## src/design/fmp_pkg.sv

```systemverilog
// Shared command and status types for the Fibonacci-mod-m unit.
package fmp_pkg;

  // One-hot datapath commands issued by the controller.
  typedef struct packed {
    logic load;         // capture request, seed pair (0,1), count = 1
    logic search_step;  // advance pair, count++
    logic div_init;     // latch period, clear remainder
    logic div_step;     // one restoring-division bit
    logic fib_init;     // seed pair (0,1), count = remainder
    logic fib_step;     // advance pair, count--
    logic out_load;     // capture result
  } cmd_t;

  typedef struct packed {
    logic mod_small;    // modulus is 0 or 1
    logic period_found; // next pair is (0,1) or search bound reached
    logic div_last;     // final quotient bit this cycle
    logic fib_done;     // remaining step count <= 1
  } sts_t;

endpackage

```

## src/design/fmp_ctrl.sv

```systemverilog
// Controller state machine sequencing search, index reduction and final walk.
module fmp_ctrl (
  input  logic          clk,
  input  logic          rst_n,
  input  logic          in_valid,
  output logic          in_ready,
  output logic          out_valid,
  input  logic          out_ready,
  input  fmp_pkg::sts_t sts,
  output fmp_pkg::cmd_t cmd
);

  localparam logic [2:0] ST_IDLE   = 3'd0;
  localparam logic [2:0] ST_SEARCH = 3'd1;
  localparam logic [2:0] ST_DIV    = 3'd2;
  localparam logic [2:0] ST_FINIT  = 3'd3;
  localparam logic [2:0] ST_FIB    = 3'd4;
  localparam logic [2:0] ST_DONE   = 3'd5;

  logic [2:0] state_r, state_nxt;
  logic       out_valid_r, out_valid_nxt;

  assign in_ready  = (state_r == ST_IDLE);
  assign out_valid = out_valid_r;

  always_comb begin
    state_nxt = state_r;
    cmd       = '0;
    case (state_r)
      ST_IDLE: begin
        if (in_valid) begin
          cmd.load  = 1'b1;
          state_nxt = ST_SEARCH;
        end
      end
      ST_SEARCH: begin
        if (sts.mod_small) begin
          state_nxt = ST_DONE;
        end else if (sts.period_found) begin
          cmd.div_init = 1'b1;
          state_nxt    = ST_DIV;
        end else begin
          cmd.search_step = 1'b1;
        end
      end
      ST_DIV: begin
        cmd.div_step = 1'b1;
        if (sts.div_last) state_nxt = ST_FINIT;
      end
      ST_FINIT: begin
        cmd.fib_init = 1'b1;
        state_nxt    = ST_FIB;
      end
      ST_FIB: begin
        if (sts.fib_done) begin
          state_nxt = ST_DONE;
        end else begin
          cmd.fib_step = 1'b1;
        end
      end
      ST_DONE: begin
        // wait for the output register to free up
        if (!out_valid_r || out_ready) begin
          cmd.out_load = 1'b1;
          state_nxt    = ST_IDLE;
        end
      end
      default: state_nxt = ST_IDLE;
    endcase
  end

  always_comb begin
    out_valid_nxt = out_valid_r;
    if (cmd.out_load) out_valid_nxt = 1'b1;
    else if (out_ready) out_valid_nxt = 1'b0;
  end

  always_ff @(posedge clk) begin
    if (!rst_n) begin
      state_r     <= ST_IDLE;
      out_valid_r <= 1'b0;
    end else begin
      state_r     <= state_nxt;
      out_valid_r <= out_valid_nxt;
    end
  end

endmodule

```

## src/design/fmp_dp.sv

```systemverilog
// Datapath: Fibonacci pair mod m, step counter, bit-serial index divider.
module fmp_dp #(
  parameter int MOD_BITS   = 16,
  parameter int INDEX_BITS = 63
) (
  input  logic                  clk,
  input  logic [INDEX_BITS-1:0] index_n,
  input  logic [MOD_BITS-1:0]   modulus,
  input  fmp_pkg::cmd_t         cmd,
  output fmp_pkg::sts_t         sts,
  output logic [MOD_BITS-1:0]   fib_mod
);

  // period <= 6m needs three bits above the modulus
  localparam int PW = MOD_BITS + 3;
  localparam int BW = $clog2(INDEX_BITS);

  logic [MOD_BITS-1:0]   m_r;
  logic [MOD_BITS-1:0]   a_r, b_r;
  logic [PW-1:0]         cnt_r;
  logic [PW-1:0]         period_r;
  logic [PW-1:0]         rem_r;
  logic [INDEX_BITS-1:0] n_r;
  logic [BW-1:0]         bit_r;
  logic [MOD_BITS-1:0]   result_r;

  logic [MOD_BITS:0]     sum;
  logic [MOD_BITS-1:0]   nb;
  logic [PW-1:0]         limit;
  logic [PW:0]           shifted;
  logic [PW:0]           trial;
  logic [PW-1:0]         rem_nxt;

  // a, b < m so one conditional subtract reduces the sum
  assign sum   = {1'b0, a_r} + {1'b0, b_r};
  assign nb    = (sum >= {1'b0, m_r}) ? MOD_BITS'(sum - {1'b0, m_r}) : sum[MOD_BITS-1:0];
  assign limit = (PW'(m_r) << 2) + (PW'(m_r) << 1);

  assign shifted = {rem_r, n_r[INDEX_BITS-1]};
  assign trial   = shifted - {1'b0, period_r};
  assign rem_nxt = (shifted >= {1'b0, period_r}) ? trial[PW-1:0] : shifted[PW-1:0];

  assign sts.mod_small    = (m_r <= MOD_BITS'(1));
  assign sts.period_found = ((b_r == '0) && (nb == MOD_BITS'(1))) || (cnt_r == limit);
  assign sts.div_last     = (bit_r == BW'(INDEX_BITS - 1));
  assign sts.fib_done     = (cnt_r <= PW'(1));

  assign fib_mod = result_r;

  always_ff @(posedge clk) begin
    if (cmd.load) begin
      n_r   <= index_n;
      m_r   <= modulus;
      a_r   <= '0;
      b_r   <= MOD_BITS'(1);
      cnt_r <= PW'(1);
    end
    if (cmd.search_step) begin
      a_r   <= b_r;
      b_r   <= nb;
      cnt_r <= cnt_r + PW'(1);
    end
    if (cmd.div_init) begin
      period_r <= cnt_r;
      rem_r    <= '0;
      bit_r    <= '0;
    end
    if (cmd.div_step) begin
      rem_r <= rem_nxt;
      n_r   <= n_r << 1;
      bit_r <= bit_r + BW'(1);
    end
    if (cmd.fib_init) begin
      a_r   <= '0;
      b_r   <= MOD_BITS'(1);
      cnt_r <= rem_r;
    end
    if (cmd.fib_step) begin
      a_r   <= b_r;
      b_r   <= nb;
      cnt_r <= cnt_r - PW'(1);
    end
    if (cmd.out_load) begin
      // reduced index 0 gives 0; index r >= 1 leaves F(r) in b
      result_r <= (sts.mod_small || (cnt_r == '0)) ? '0 : b_r;
    end
  end

endmodule

```

## src/design/fibonacci_mod_pisano_unit.sv

```systemverilog
// F(n) mod m: Pisano period search, n mod period, then a mod-m walk.
// Usage: one request at a time. P <= 6m is the Pisano period of m found by the search
// loop and r < P is n mod P, from which the final walk forms F(r) mod m; m of 0 or 1
// skips the search, division and walk and answers 0.
// Search and final walk share one mod-m adder; the index reduction is a restoring divider
// that retires one bit of n per cycle. A finished result sits in the output register, so
// the next request is taken while it waits to be read.
module fibonacci_mod_pisano_unit #(
  parameter int MOD_BITS   = 16,
  parameter int INDEX_BITS = 63
) (
  input  logic                                           clk,
  input  logic                                           rst_n,
  input  logic                                           in_tvalid,
  output logic                                           in_tready,
  // [INDEX_BITS-1:0] index_n, [INDEX_BITS+MOD_BITS-1:INDEX_BITS] modulus, rest zero pad
  input  logic [((INDEX_BITS + MOD_BITS + 7) / 8) * 8 - 1:0] in_tdata,
  output logic                                           out_tvalid,
  input  logic                                           out_tready,
  // [MOD_BITS-1:0] fib_mod, rest zero pad
  output logic [((MOD_BITS + 7) / 8) * 8 - 1:0]          out_tdata
);

  localparam int OUT_W = ((MOD_BITS + 7) / 8) * 8;

  fmp_pkg::cmd_t       cmd;
  fmp_pkg::sts_t       sts;
  logic [MOD_BITS-1:0] fib_mod;

  fmp_ctrl u_ctrl (
    .clk       (clk),
    .rst_n     (rst_n),
    .in_valid  (in_tvalid),
    .in_ready  (in_tready),
    .out_valid (out_tvalid),
    .out_ready (out_tready),
    .sts       (sts),
    .cmd       (cmd)
  );

  fmp_dp #(
    .MOD_BITS   (MOD_BITS),
    .INDEX_BITS (INDEX_BITS)
  ) u_dp (
    .clk     (clk),
    .index_n (in_tdata[INDEX_BITS-1:0]),
    .modulus (in_tdata[INDEX_BITS+MOD_BITS-1:INDEX_BITS]),
    .cmd     (cmd),
    .sts     (sts),
    .fib_mod (fib_mod)
  );

  assign out_tdata = OUT_W'(fib_mod);

`ifndef NO_ASSERTIONS
  a_busy_after_accept: assert property (@(posedge clk) disable iff (!rst_n)
    (in_tvalid && in_tready) |=> !in_tready)
    else $error("input still ready right after taking a request");

  a_one_command: assert property (@(posedge clk) disable iff (!rst_n)
    $onehot0({cmd.load, cmd.search_step, cmd.div_init, cmd.div_step,
              cmd.fib_init, cmd.fib_step, cmd.out_load}))
    else $error("more than one datapath command in a cycle");

  a_result_shown: assert property (@(posedge clk) disable iff (!rst_n)
    cmd.out_load |=> out_tvalid)
    else $error("loaded result not presented");
`endif

endmodule
```

## config.mk

```make
export PLATFORM = sky130hd
export DESIGN_NAME = fibonacci_mod_pisano_unit
export DESIGN_NICKNAME = d
export VERILOG_FILES = /design/src/design/fmp_pkg.sv /design/src/design/fmp_ctrl.sv /design/src/design/fmp_dp.sv /design/src/design/fibonacci_mod_pisano_unit.sv
export SDC_FILE = /design/constraint.sdc
export NUM_CORES = 1
export LEC_CHECK = 0
export BUFFER_PORTS_ARGS = -buffer_cell sky130_fd_sc_hd__buf_2
export CORE_AREA = 2 2 180 182
export CTS_BUF_LIST = sky130_fd_sc_hd__clkbuf_2 sky130_fd_sc_hd__clkbuf_4 sky130_fd_sc_hd__clkbuf_8
export DETAILED_ROUTE_END_ITERATION = 12
export DIE_AREA = 0 0 182 184
export GPL_ROUTABILITY_DRIVEN = 0
export SYNTH_ARGS = -nofsm -noshare
export SYNTH_HDL_FRONTEND = slang
export SYNTH_HIERARCHICAL = 1
export SYNTH_SLANG_ARGS = --single-unit
export TNS_END_PERCENT = 20
```

## constraint.sdc

```tcl
create_clock -name clk -period 9.7 [get_ports clk]
set_input_delay 1.455 -clock clk [delete_from_list [all_inputs] [get_ports clk]]
set_output_delay 1.455 -clock clk [all_outputs]
set_load 0.01 [all_outputs]
```

# Yosys cells after proc, flatten, opt, wreduce, memory -nomap -nowiden

Cells that the tools add are included.

Output and inout port bits: 18
Logic and storage cells: 90
Input port bits: 84
Flip-flop bits (word level): 194

Equal/unequal tests: 13
$add $sub $neg: 7
Reductions and logical operators: 13
Mux-type cells: 41
Magnitude comparators: 4

Operator list:

| cell                                                                    | count |
|---|---|
| 16-bit two-way mux                                                      | 9 |
| 19-bit two-way mux                                                      | 7 |
| 63-bit two-way mux                                                      | 2 |
| 20-bit by 19-bit greater-or-equal comparator with 1-bit output          | 1 |
| 18-bit by 17-bit adder with 19-bit output                               | 1 |
| 19-bit by 1-bit adder with 19-bit output (second input constant)        | 1 |
| 19-bit equality test                                                    | 1 |
| 19-bit by 1-bit <= comparator with 1-bit output (second input constant) | 1 |
| 19-bit zero test                                                        | 1 |
| 19-bit by 1-bit subtractor with 19-bit output (second input constant)   | 1 |
| 19-bit subtractor                                                       | 1 |
| 3-bit two-way mux                                                       | 6 |
| 3-bit case mux with 6 select lines                                      | 1 |
| 16-bit by 16-bit adder with 17-bit output                               | 1 |
| 17-bit by 16-bit greater-or-equal comparator with 1-bit output          | 1 |
| 16-bit by 1-bit equality test with 1-bit output (second input constant) | 1 |
| 16-bit by 1-bit <= comparator with 1-bit output (second input constant) | 1 |
| 16-bit zero test                                                        | 1 |
| 16-bit subtractor                                                       | 1 |
| 1-bit two-way mux                                                       | 12 |
| 6-bit two-way mux                                                       | 2 |
| 6-bit by 1-bit adder with 6-bit output (second input constant)          | 1 |
| 3-bit by 2-bit equality test with 1-bit output (second input constant)  | 2 |
| 3-bit equality test (second input constant)                             | 2 |
| other kinds (13)                                                        | 20 |

# Logic depth before layout (Yosys ltp)

Gate-level depths: netlist (run 1).

Depth after elaboration: 12
Gate-level depth with buffers: 24
Gate-level depth less buffers: 21

# Hierarchy

The synthesis (run 1) kept the hierarchy.

By module, submodules not included:

| module   | area an instance (sq um) | seq. area each (sq um) | cells each | instances |
|---|---|---|---|---|
| fmp_dp   | 12,129.1                 | 5,695.5                | 1,127      | 1 |
| fmp_ctrl | 322.8                    | 80.1                   | 36         | 1 |

# Worst setup path before layout (run 1)

OpenSTA, ideal clock, no wires.

Path type: reg-to-reg
From: register u_dp.b_r[0]
To: register u_dp.bit_r[0], enable pin
Library setup time: 0.362 ns
Data required time: 9.338 ns
Arrival: 6.196 ns
Buffers on the path: 1
Stages on the path, launching flop included: 22
Clock period less this slack: 6.558 ns
Path slack: 3.142 ns
Cell sequence: edfxtp_1 -> ha_1 -> fa_1 -> a211oi_2 -> o21ai_2 -> a2111o_1 -> a31o_1 -> a21oi_1 -> xnor2_1 -> ha_1 -> nand3_1 -> nor4_1 -> nor4_1 -> o21a_1 -> nand2b_1 -> buf_2 -> mux2i_1 -> nand4_1 -> o31ai_2 -> nand3b_1 -> nor3_1 -> or2_2

RTL lines:

| element                | RTL line     | text |
|---|---|---|
| from (decl)            | fmp_dp.sv:19 | `logic [MOD_BITS-1:0] a_r, b_r;` |
| from (signal assigned) | fmp_dp.sv:60 | `b_r <= nb;` |
| from (signal assigned) | fmp_dp.sv:80 | `b_r <= nb;` |
| to (signal assigned)   | fmp_dp.sv:71 | `bit_r <= bit_r + BW'(1);` |
| to (decl)              | fmp_dp.sv:24 | `logic [BW-1:0] bit_r;` |

==> summary.log, run 1 <==
[timing] worst clock skew 27.8 ps
[synthesis] instance count of the mapped netlist 1163
[worst_setup_path] worst path arrival time 6870 ps
[cells_and_area] total inserted antenna cells 0
[place] final HPWL from detailed placement 20500 µm
[power_and_ir_drop] power per unit of standard cell area 236 nW/µm²
[timing] final number of max-transition violations 0
[drt] average wire per standard cell 17.2 µm
[place] placed cell count 1623
[clock_network] number of post-CTS setup repair buffers 0
[power_and_ir_drop] Static Leak 5.47 nW
[synthesis] main area contributors after synthesis edfxtp_1, ha_1, xnor2_1, a22o_1, a21oi_1
[place] post-placement worst setup slack 3020 ps
[worst_setup_path] worst path cell trace ha_1, fa_1, a211oi_2, o21ai_2, a2111o_1, a31o_1, a21oi_1, xnor2_1, ha_1, nand3_1, nor4_1, nor4_1, o21a_1, nand2b_1, buf_4, mux2i_1, nand4_1, o31ai_2, nand3b_1, nor3_2, buf_4, or2_2
[clock_network] number of sinks driven by the clock tree 194
[clock_network] clock transition at the registers of the reported paths 130 ps
[synthesis] number of warnings issued by yosys 6
[worst_setup_path] CP startpoint kind register
[worst_setup_path] largest fanout on the critical path 25
[synthesis] Post-synth EDFFs 189
[worst_setup_path] largest stage delay on the critical path 610 ps
[cells_and_area] non-filler cells in the finished layout 1655
[clock_network] number of CTS-inserted buffers 17
[synthesis] dominant synthesized flop cell edfxtp_1
[floorplan] IO Pins 102
[global_route] first-pass GRT wire length 46200 µm
[floorplan] Vert. Die Dim 184 µm
[clock_network] cts hold-fix bufs 0
[cells_and_area] Area growth, synth to finish 10.6%
[drt] detailed-route wire length 28500 µm
[global_route] pin count of the biggest net entering global routing 98
[drt] Via-to-Cell Ratio 5.48
[timing] worst-case setup margin in the final layout 2940 ps
[floorplan] horizontal die dimension 182 µm
[clock_network] post-cts sizing count 0
[cells_and_area] end-of-flow core utilization 43.9%
[synthesis] area share of the leading cell type in the synthesized netlist 45.6%
[timing] clock period minus final worst setup slack 6760 ps
[floorplan] Die Area 33500 µm²
[hold_path] Hold Path Class register to register
[synthesis] FF+latch count, synth 194
[timing] Final TNS setup 0 ps
[floorplan] FP Rows 65
[drt] number of violations reported at the end of detailed-routing iteration 0 734
[clock_network] Clk Latency, worst-skew pair 480 ps
[worst_setup_path] category of the worst setup path capture point register
[status] status complete, no violations
[cells_and_area] Nets 1412
[worst_setup_path] required time of the worst setup path 9820 ps
[global_route] initial antenna violation count 3
[timing] maximum clock frequency 148 MHz
[global_route] via count of the first global-routing pass 8618
[worst_setup_path] standard cell with the maximum stage delay on the critical path or2_2
[global_route] global route overflow 0
[timing] final hold vios 0
[synthesis] dominant combinational cell family by area after synthesis compound AO/OA/AOI/OAI gates
[clock_network] clock buffer depth 2
[timing] worst-margin pin slew 986 ps
[drt] number of antenna-violating nets in the routed design 0
[place] I/O Buffers 100
[clock_network] TritonCTS clock tree yes
[floorplan] placeable core region 31400 µm²
[timing] final clock period utilization by the worst path 69.7%
[drt] DR vias 9069
[timing] setup-violating endpoint count in the final report 0
[synthesis] Post-Synth Simple-Gate Area 14.5%
[synthesis] post-synthesis share of cell area spent on full adders, half adders and majority gates 9.08%
[timing] RSZ-0062 raised after global routing false
[clock_network] clk root buf clkbuf_8
[flow_run] # Max-Cap Violations 0
[synthesis] fraction of the mapped netlist area in compound gates 17.3%
[floorplan] starting density of the core 39.7%
[clock_network] number of H-tree levels 4
[drt] DRT Pass-1 Iters 5
[drt] post-detailed-route DRC marker count 0
[synthesis] share of synthesized registers carrying an async set or reset 0%
[synthesis] proportion of synthesized area in mux cells 2.26%
[synthesis] sequential share of the synthesized area 46.4%
[synthesis] count of distinct cell types in the synthesized netlist 78
[cells_and_area] share of cells above drive strength 1 13.5%
[power_and_ir_drop] largest voltage drop on the vdd net 0.153 mV
[cells_and_area] total of fill cells in the finished design 2999
[synthesis] top cells by instance count after synthesis edfxtp_1, ha_1, nor2_1, a21oi_1, xnor2_1
[synthesis] leading area contributor after synthesis edfxtp_1
[synthesis] XOR/XNOR Fraction of Synth Area 6.61%
[synthesis] area of the mapped netlist 12500 µm²
[synthesis] most instantiated library cell after synthesis edfxtp_1
[synthesis] synthesized net count 1335
[timing] max-slew headroom at the worst pin 34.0%
[worst_setup_path] type of the worst setup path register to register
[synthesis] Post-Synthesis Mean Instance Area 10.7 µm²
[global_route] global-route usage over all layers 17.2%
## metal layers
metal	vias to the layer above	GRT usage, %	wire length (µm)
met2	249	25.4	12100
li1	4516	-	-
met5	-	0	27
met1	4276	25.3	14100
met3	24	4.12	1880
met4	4	4.32	369
## state kept, by name, indices dropped and copies added (netlist names)
| signal | count |
|---|---|
| u_dp/rem_r | 19 |
| u_dp/period_r | 19 |
| u_ctrl/out_valid | 1 |
| u_dp/a_r | 16 |
| u_dp/m_r | 16 |
| u_dp/fib_mod | 16 |
| u_dp/cnt_r | 19 |
| u_dp/b_r | 16 |
| u_dp/bit_r | 6 |
| u_ctrl/state_r | 3 |
| u_dp/n_r | 63 |
## path summary, 6_finish.rpt
kind,cells after the start,endpoint,slack (ps),startpoint
hold / removal,2,u_dp/n_r[0],530,u_dp/n_r[0]
setup / recovery,22,u_dp/rem_r[8],2940,u_dp/b_r[0]
hold reg to reg,2,u_dp/n_r[0],530,u_dp/n_r[0]
setup reg to reg,22,u_dp/rem_r[8],2940,u_dp/b_r[0]
## cells in the final DEF, fill, tap and decap left out, drive strengths merged, types with 5 or more instances in the layout
| cell type | count |
|---|---|
| a211oi | 12 |
| a21o | 22 |
| a21oi | 72 |
| a221oi | 18 |
| a22o | 60 |
| a31oi | 8 |
| and2 | 42 |
| and3 | 16 |
| buf | 112 |
| clkbuf | 17 |
| clkinv | 9 |
| dfxtp | 5 |
| edfxtp | 189 |
| ha | 84 |
| inv | 71 |
| mux2i | 27 |
| nand2 | 50 |
| nand2b | 10 |
| nand3 | 30 |
| nand3b | 5 |
| nand4 | 12 |
| nor2 | 74 |
| nor2b | 28 |
| nor3 | 27 |
| nor4 | 14 |
| o21a | 10 |
| o21ai | 36 |
| o22ai | 6 |
| o31ai | 7 |
| or2 | 7 |
| or3 | 7 |
| or4 | 6 |
| xnor2 | 69 |
| xor2 | 25 |
## per-stage QoR
step / power, W / instance area [µm²] / hold slack, ps
floorplan: 0.00235 / 12500 / 421
global placement: 0.00265 / 13300 / 482
detailed placement: 0.00267 / 13300 / 490
CTS: 0.00325 / 13800 / 521
global route: 0.00349 / 13800 / 557
finish: 0.00324 / 13800 / 525
## worst max-delay path: cells and delay by family (launching register included)
family | cells | cell delay [ps]
flops | 1 | 450
mux | 1 | 340
xor+xnor | 1 | 130
buf+inv | 2 | 580
fa+ha+maj | 3 | 1110
simple gates | 8 | 1940
compound gates | 7 | 1830
## cell families after synthesis
| logic type | after synthesis |
|---|---|
| buffers and inverters | 119 |
| muxes | 28 |
| and+or+nand+nor | 341 |
| AOI/OAI and AO/OA | 299 |
| DFF | 194 |
| adders and majority gates | 88 |
| xor gates and xnor gates | 94 |
## where the power goes
group / switching [W] / internal, W
Combinational: 0.000875 / 0.000652
Sequential: 0.0000941 / 0.00105
Clock: 0.000364 / 0.000204
## layout make-up
class	count	area [µm²]	share of cell area [%]
timing repair buffer	112	591	4.29
multi-input combinational	850	6220	45.2
clock inverter	15	201	1.46
clock buffer	17	234	1.70
tap	402	503	3.65
sequential	194	5780	41.9
inverter	65	244	1.77
(Power assumes the default switching activity.)
==> inputs of run 2 (changes only) <==
==> constraint.sdc (replaced) <==
create_clock -name clk -period 7 [get_ports clk]
set_input_delay 1.05 -clock clk [delete_from_list [all_inputs] [get_ports clk]]
set_output_delay 1.05 -clock clk [all_outputs]
set_load 0.01 [all_outputs]
==> run 2 against run 1 <==
  * Sequential share of layout area about the same
  * Setup slack lost 2400 ps
  * Via count is 0.55% higher
  * First-iteration DRC count is 9.8% lower
  * Register-to-register slack got worse by 2400 ps
  * Total power rose by 38%
  * Combinational power is 39% higher
  * Worst hold slack improved by 10 ps
  * Die area did not move
  * Sequential cell count unchanged
  * Clock power rose by 36%
  * Largest power group unchanged
  * Highest routed layer unchanged
==> summary.log, run 2 (same netlist as run 1, synthesis figures left out) <==
[cells_and_area] register with the highest flop count u_dp/n_r [unchanged]
[power_and_ir_drop] Total Power 0.00449 W [was 0.00324 W]
[global_route] pin count of the biggest net entering global routing 98 [unchanged]
[place] placed cell count 1622 [was 1623]
[timing] maximum clock frequency 154 MHz [was 148 MHz]
[cells_and_area] total non-filler cell area in the finished layout 13800 µm² [about the same]
[floorplan] Vert. Die Dim 184 µm [unchanged]
[flow_run] # Max-Cap Violations 0 [unchanged]
[global_route] first-pass GRT wire length 46600 µm [was 46200 µm]
[status] status complete, no violations [unchanged]
[floorplan] IO Pins 102 [unchanged]
[timing] max-slew headroom at the worst pin 28.2% [was 34.0%]
[worst_setup_path] Crit. Startpoint u_dp/b_r[0] [unchanged]
[worst_setup_path] type of the worst setup path register to register [unchanged]
[power_and_ir_drop] largest voltage drop on the vdd net 0.184 mV [was 0.153 mV]
[floorplan] FP Rows 65 [unchanged]
[cells_and_area] share of cells above drive strength 1 13.4% [was 13.5%]
[clock_network] Clk Latency, worst-skew pair 480 ps [about the same]
[drt] DRT Pass-1 Iters 7 [was 5]
[timing] setup-violating endpoint count in the final report 0 [unchanged]
[timing] final number of max-transition violations 0 [unchanged]
[timing] worst clock skew 22.4 ps [was 27.8 ps]
[cells_and_area] Area growth, synth to finish 10.5% [was 10.6%]
[global_route] via count of the first global-routing pass 8829 [was 8618]
[clock_network] number of H-tree levels 4 [unchanged]
[cells_and_area] commonest non-fill, non-tap cell in the layout edfxtp_1 [unchanged]
[timing] clock period minus final worst setup slack 6480 ps [was 6760 ps]
[worst_setup_path] worst path arrival time 6620 ps [was 6870 ps]
[clock_network] cts hold-fix bufs 0 [unchanged]
[timing] final hold vios 0 [unchanged]
[hold_path] Hold Path Class register to register [unchanged]
[clock_network] post-cts sizing count 0 [unchanged]
[worst_setup_path] category of the worst setup path capture point register [unchanged]
[timing] Final TNS setup 0 ps [unchanged]
[drt] number of violations reported at the end of detailed-routing iteration 0 662 [was 734]
[global_route] initial antenna violation count 2 [was 3]
[timing] final clock period utilization by the worst path 92.6% [was 69.7%]
[cells_and_area] max FFs per register 63 [unchanged]
[drt] detailed-route wire length 28800 µm [was 28500 µm]
[drt] number of antenna-violating nets in the routed design 0 [unchanged]
[timing] RSZ-0062 raised after global routing false [unchanged]
[clock_network] clock transition at the registers of the reported paths 130 ps [about the same]
[power_and_ir_drop] Static Leak 5.46 nW [was 5.47 nW]
[floorplan] placeable core region 31400 µm² [unchanged]
[worst_setup_path] startpoint of the lowest-slack register-to-register path u_dp/b_r[0] [unchanged]
[worst_setup_path] largest fanout on the critical path 51 [was 25]
[place] placed instance area 13300 µm² [about the same]
[clock_network] number of sinks driven by the clock tree 194 [unchanged]
[cells_and_area] non-filler cells in the finished layout 1654 [was 1655]
[timing] Post-Route Hold Slack 536 ps [was 525 ps]
[drt] post-detailed-route DRC marker count 0 [unchanged]
[clock_network] TritonCTS clock tree yes [unchanged]
[floorplan] Die Area 33500 µm² [unchanged]
[clock_network] number of post-CTS setup repair buffers 0 [unchanged]
[clock_network] number of CTS-inserted buffers 17 [unchanged]
[place] final HPWL from detailed placement 20700 µm [was 20500 µm]
[timing] worst-margin pin slew 1080 ps [was 986 ps]
[drt] average wire per standard cell 17.4 µm [was 17.2 µm]
[worst_setup_path] required time of the worst setup path 7140 ps [was 9820 ps]
[worst_setup_path] register-to-register path setup slack 520 ps [was 2940 ps]
[worst_setup_path] CP startpoint kind register [unchanged]
[power_and_ir_drop] power per unit of standard cell area 326 nW/µm² [was 236 nW/µm²]
[drt] DR vias 9119 [was 9069]
[worst_setup_path] length in cells of the worst reg-to-reg path 20 [was 22]
[worst_setup_path] capturing element of the worst setup path u_dp/a_r[0] [was u_dp/rem_r[8]]
[place] I/O Buffers 100 [unchanged]
[clock_network] clock buffer depth 2 [unchanged]
[floorplan] starting density of the core 39.7% [unchanged]
[global_route] global route overflow 0 [unchanged]
[worst_setup_path] destination of the worst register-to-register timing path u_dp/a_r[0] [was u_dp/rem_r[8]]
[drt] Via-to-Cell Ratio 5.51 [was 5.48]
[cells_and_area] total inserted antenna cells 0 [unchanged]
[cells_and_area] leading cell types in the layout, fill and taps excluded edfxtp_1, buf_2, ha_1 [unchanged]
[floorplan] horizontal die dimension 182 µm [unchanged]
[global_route] global-route usage over all layers 17.4% [was 17.2%]
[cells_and_area] Nets 1411 [was 1412]
[clock_network] clk root buf clkbuf_8 [unchanged]
run 2: cell count changes in the layout (fill, tap and decap cells not counted):
cell,delta
buf_4,-1
clkinv_4,+1
clkinv_8,-1
inv_12,+1
inv_6,-1
run 2: layout make-up:
| cell class | instances | area, µm² |
|---|---|---|
| fillers | 2993 | 17600 |
| multi-input cells | 850 | 6220 |
| flip-flops and latches | 194 | 5780 |
| repair buffers | 111 | 583 |
| well taps | 402 | 503 |
| inverters | 65 | 244 |
| clock buffers | 17 | 234 |
| clock inverters | 15 | 201 |
run 2: how the worst min path moves through the flow:
stage | to | from | slack [ps] | cells after the start
detailed placement | u_dp/n_r[0] | u_dp/n_r[0] | 510 | 2
global route | u_dp/n_r[12] | u_dp/n_r[11] | 570 | 1
finish | u_dp/n_r[0] | u_dp/n_r[0] | 540 | 2
floorplan | u_dp/period_r[12] | u_dp/cnt_r[12] | 420 | 0
CTS | u_dp/n_r[0] | u_dp/n_r[0] | 540 | 2
global placement | u_dp/n_r[0] | u_dp/n_r[0] | 490 | 2
run 2: through the flow:
| step | utilization, % | setup slack, ps |
|---|---|---|
| 3_3_place_gp | 42.5 | 731 |
| 6_report | 43.8 | 521 |
| 4_1_cts | 43.8 | 596 |
| 2_1_floorplan | - | 442 |
| 5_1_grt | 43.8 | 159 |
| 3_5_place_dp | 42.5 | 678 |
run 2: layer usage:
metal	vias to the layer above	GRT usage [%]	share of wire, %	wire (µm)
met5	-	0	0.045	13
met1	4323	24.8	49	14100
li1	4532	-	-	-
met2	243	26.3	43	12500
met4	2	4.29	1.1	324
met3	19	4.50	6.6	1900
run 2: worst max-delay path: stages, from the launching register on:
cell      delay, ps
edfxtp_1        440
ha_1            260
fa_1            450
a211oi_2        320
o21ai_2         140
a2111o_1        430
a31o_1          220
a21oi_1         190
xnor2_1         130
ha_1            390
nand3_1         160
nor4_1          480
nor4_1          130
o21a_1          170
nand2b_1        270
mux2i_1         300
nand4_1         140
o31ai_2         370
nor4_1          130
or4_2           620
buf_4           380
run 2: where the power goes:
part           switching [W]  leakage [nW]  internal, W  total [W]
combinational        0.00122          3.39     0.000906    0.00213
clock               0.000490         0.213     0.000283   0.000773
sequential          0.000129          1.86      0.00146    0.00159
total                0.00184          5.46      0.00265    0.00449
==> inputs of run 3 (changes only) <==
--- a/config.mk
+++ b/config.mk
@@ -7,10 +7,11 @@
 export LEC_CHECK = 0
 export BUFFER_PORTS_ARGS = -buffer_cell sky130_fd_sc_hd__buf_2
 export CORE_AREA = 2 2 180 182
-export CTS_BUF_LIST = sky130_fd_sc_hd__clkbuf_2 sky130_fd_sc_hd__clkbuf_4 sky130_fd_sc_hd__clkbuf_8
+export CTS_BUF_LIST = sky130_fd_sc_hd__clkbuf_8
 export DETAILED_ROUTE_END_ITERATION = 12
 export DIE_AREA = 0 0 182 184
 export GPL_ROUTABILITY_DRIVEN = 0
+export PLACE_DENSITY_LB_ADDON = 0.08
 export SYNTH_ARGS = -nofsm -noshare
 export SYNTH_HDL_FRONTEND = slang
 export SYNTH_HIERARCHICAL = 1
==> run 3 against run 2 <==
  * Critical path depth rose by 1
  * Final area hardly changed
  * Sequential cell count unchanged
  * Highest routed layer unchanged
==> summary.log, run 3 (same netlist as run 1, synthesis figures left out) <==
[worst_setup_path] register-to-register path setup slack 730 ps [was 520 ps]
[global_route] via count of the first global-routing pass 8819 [was 8829]
[worst_setup_path] category of the worst setup path capture point register [unchanged]
[status] status complete, no violations [unchanged]
[floorplan] Die Area 33500 µm² [unchanged]
[drt] number of antenna-violating nets in the routed design 0 [unchanged]
[clock_network] clk root buf clkbuf_8 [unchanged]
[drt] post-detailed-route DRC marker count 0 [unchanged]
[drt] DRT Pass-1 Iters 5 [was 7]
[global_route] initial antenna violation count 4 [was 2]
[floorplan] horizontal die dimension 182 µm [unchanged]
[power_and_ir_drop] switching part of the total power 40.0% [was 41.0%]
[global_route] global route overflow 0 [unchanged]
[timing] setup-violating endpoint count in the final report 0 [unchanged]
[floorplan] Vert. Die Dim 184 µm [unchanged]
[hold_path] startpoint of the lowest-slack hold path u_dp/n_r[0] [unchanged]
[timing] final clock period utilization by the worst path 89.6% [was 92.6%]
[clock_network] number of post-CTS setup repair buffers 0 [unchanged]
[power_and_ir_drop] Total Power 0.00448 W [was 0.00449 W]
[cells_and_area] leading cell types in the layout, fill and taps excluded edfxtp_1, buf_2, ha_1 [unchanged]
[floorplan] IO Pins 102 [unchanged]
[drt] Via-to-Cell Ratio 5.48 [was 5.51]
[worst_setup_path] required time of the worst setup path 7210 ps [was 7140 ps]
[cells_and_area] share of cells above drive strength 1 13.6% [was 13.4%]
[global_route] global-route usage over all layers 18.1% [was 17.4%]
[power_and_ir_drop] switching power total 0.00179 W [was 0.00184 W]
[worst_setup_path] startpoint of the lowest-slack register-to-register path u_dp/b_r[0] [unchanged]
[hold_path] Hold Path Class register to register [unchanged]
[clock_network] number of H-tree levels 4 [unchanged]
[hold_path] number of cells on the worst hold path 2 [unchanged]
[global_route] pin count of the biggest net entering global routing 63 [was 98]
[timing] RSZ-0062 raised after global routing false [unchanged]
[clock_network] post-cts sizing count 0 [unchanged]
[flow_run] # Max-Cap Violations 0 [unchanged]
[timing] clock period minus final worst setup slack 6270 ps [was 6480 ps]
[worst_setup_path] destination of the worst register-to-register timing path u_dp/a_r[3] [was u_dp/a_r[0]]
[clock_network] number of sinks driven by the clock tree 194 [unchanged]
[floorplan] FP Rows 65 [unchanged]
[timing] final number of max-transition violations 0 [unchanged]
[place] final HPWL from detailed placement 21500 µm [was 20700 µm]
[drt] DR vias 9092 [was 9119]
[power_and_ir_drop] share of total power in the clock network 16.8% [was 17.2%]
[power_and_ir_drop] cell internal power dissipation 0.00269 W [was 0.00265 W]
[cells_and_area] register with the highest flop count u_dp/n_r [unchanged]
[worst_setup_path] length in cells of the worst reg-to-reg path 21 [was 20]
[clock_network] TritonCTS clock tree yes [unchanged]
[clock_network] number of CTS-inserted buffers 17 [unchanged]
[cells_and_area] Area growth, synth to finish 10.5% [about the same]
[global_route] first-pass GRT wire length 47600 µm [was 46600 µm]
[drt] number of violations reported at the end of detailed-routing iteration 0 612 [was 662]
[clock_network] cts hold-fix bufs 0 [unchanged]
[power_and_ir_drop] power per unit of standard cell area 325 nW/µm² [was 326 nW/µm²]
[cells_and_area] commonest non-fill, non-tap cell in the layout edfxtp_1 [unchanged]
[worst_setup_path] CP startpoint kind register [unchanged]
[timing] worst clock skew 13.5 ps [was 22.4 ps]
[clock_network] Clk Latency, worst-skew pair 500 ps [was 480 ps]
[floorplan] starting density of the core 39.7% [unchanged]
[timing] worst-margin pin slew 1020 ps [was 1080 ps]
[cells_and_area] Nets 1416 [was 1411]
[power_and_ir_drop] largest voltage drop on the vdd net 0.166 mV [was 0.184 mV]
[place] I/O Buffers 100 [unchanged]
[cells_and_area] max FFs per register 63 [unchanged]
[timing] maximum clock frequency 159 MHz [was 154 MHz]
[clock_network] clock buffer depth 2 [unchanged]
[worst_setup_path] type of the worst setup path register to register [unchanged]
[timing] Final TNS setup 0 ps [unchanged]
[drt] detailed-route wire length 29700 µm [was 28800 µm]
[power_and_ir_drop] Static Leak 5.45 nW [was 5.46 nW]
[clock_network] clock transition at the registers of the reported paths 100 ps [was 130 ps]
[floorplan] placeable core region 31400 µm² [unchanged]
[power_and_ir_drop] portion of total power attributed to combinational logic 47.6% [was 47.4%]
[timing] final hold vios 0 [unchanged]
[worst_setup_path] worst path arrival time 6480 ps [was 6620 ps]
[worst_setup_path] largest fanout on the critical path 27 [was 51]
[drt] average wire per standard cell 17.9 µm [was 17.4 µm]
[hold_path] destination of the worst hold path u_dp/n_r[0] [unchanged]
[power_and_ir_drop] share of power burned in registers 35.6% [was 35.4%]
[timing] max-slew headroom at the worst pin 31.8% [was 28.2%]
## run 3: cell types whose count changed in the layout (fill, tap and decap cells not counted), moves of 2 or more
cell	change
clkinv_8	-6
clkinvlp_4	+6
buf_4	+5
inv_12	-3
bufinv_16	+2
clkinv_1	+2
## run 3: worst max path at each step
| stage | start | endpoint | slack, ps | cells after the start |
|---|---|---|---|---|
| floorplan | u_dp/b_r[0] | u_dp/bit_r[0] | 440 | 21 |
| global placement | u_dp/b_r[0] | u_dp/a_r[3] | 840 | 21 |
| detailed placement | u_dp/b_r[0] | u_dp/a_r[3] | 710 | 21 |
| CTS | u_dp/b_r[0] | u_dp/a_r[3] | 660 | 21 |
| global route | u_dp/b_r[0] | u_dp/bit_r[0] | 290 | 22 |
| finish | u_dp/b_r[0] | u_dp/a_r[3] | 730 | 21 |
## run 3: layout make-up
type                    instances  area [µm²]
fillers                      3023       17600
multi-input cells             850        6220
flip-flops and latches        194        5780
repair buffers                116         621
well taps                     402         503
inverters                      65         244
clock buffers                  17         234
clock inverters                15         159
diodes                          1        2.50
## run 3: power by group through the flow
stage / sequential (W) / combinational, W / clock, W
6_report: 0.00159 / 0.00213 / 0.000754
2_1_floorplan: 0.00154 / 0.00171 / 0
5_1_grt: 0.00161 / 0.00238 / 0.000823
3_3_place_gp: 0.00162 / 0.00210 / 0
4_1_cts: 0.00159 / 0.00211 / 0.000786
3_5_place_dp: 0.00162 / 0.00210 / 0
## run 3: per-layer routing
| layer | GRT usage, % | wire length [µm] | vias to the layer above |
|---|---|---|---|
| met5 | 0 | 41 | - |
| met4 | 5.00 | 320 | 6 |
| met3 | 4.91 | 1760 | 22 |
| met1 | 26.0 | 14900 | 4314 |
| met2 | 26.7 | 12700 | 208 |
| li1 | - | - | 4542 |
## run 3: stage by stage
step | cell area (µm²) | hold slack (ps) | std cells | setup slack (ps) | utilization [%]
6_report | 13800 | 504 | 1660 | 726 | 43.8
5_1_grt | 13800 | 551 | 1659 | 290 | 43.8
4_1_cts | 13800 | 512 | 1659 | 665 | 43.8
3_5_place_dp | 13400 | 488 | 1627 | 711 | 42.6
3_3_place_gp | 13400 | 477 | 1627 | 844 | 42.6
2_1_floorplan | 12500 | 421 | 1163 | 442 | -
## run 3: worst max-delay path, cell delays in order (launching register included)
cell and delay (ps):
edfxtp_1 440, ha_1 260, fa_1 450, a211oi_2 330, o21ai_2 140, a2111o_1 420, a31o_1 220, a21oi_1 170
xnor2_1 120, ha_1 380, nand3_1 160, nor4_1 450, nor4_1 80, o21a_1 150, nand2b_1 240, buf_4 300
nand4b_1 130, o41a_1 160, o31ai_2 300, nor4_1 120, or4_2 640, buf_4 280
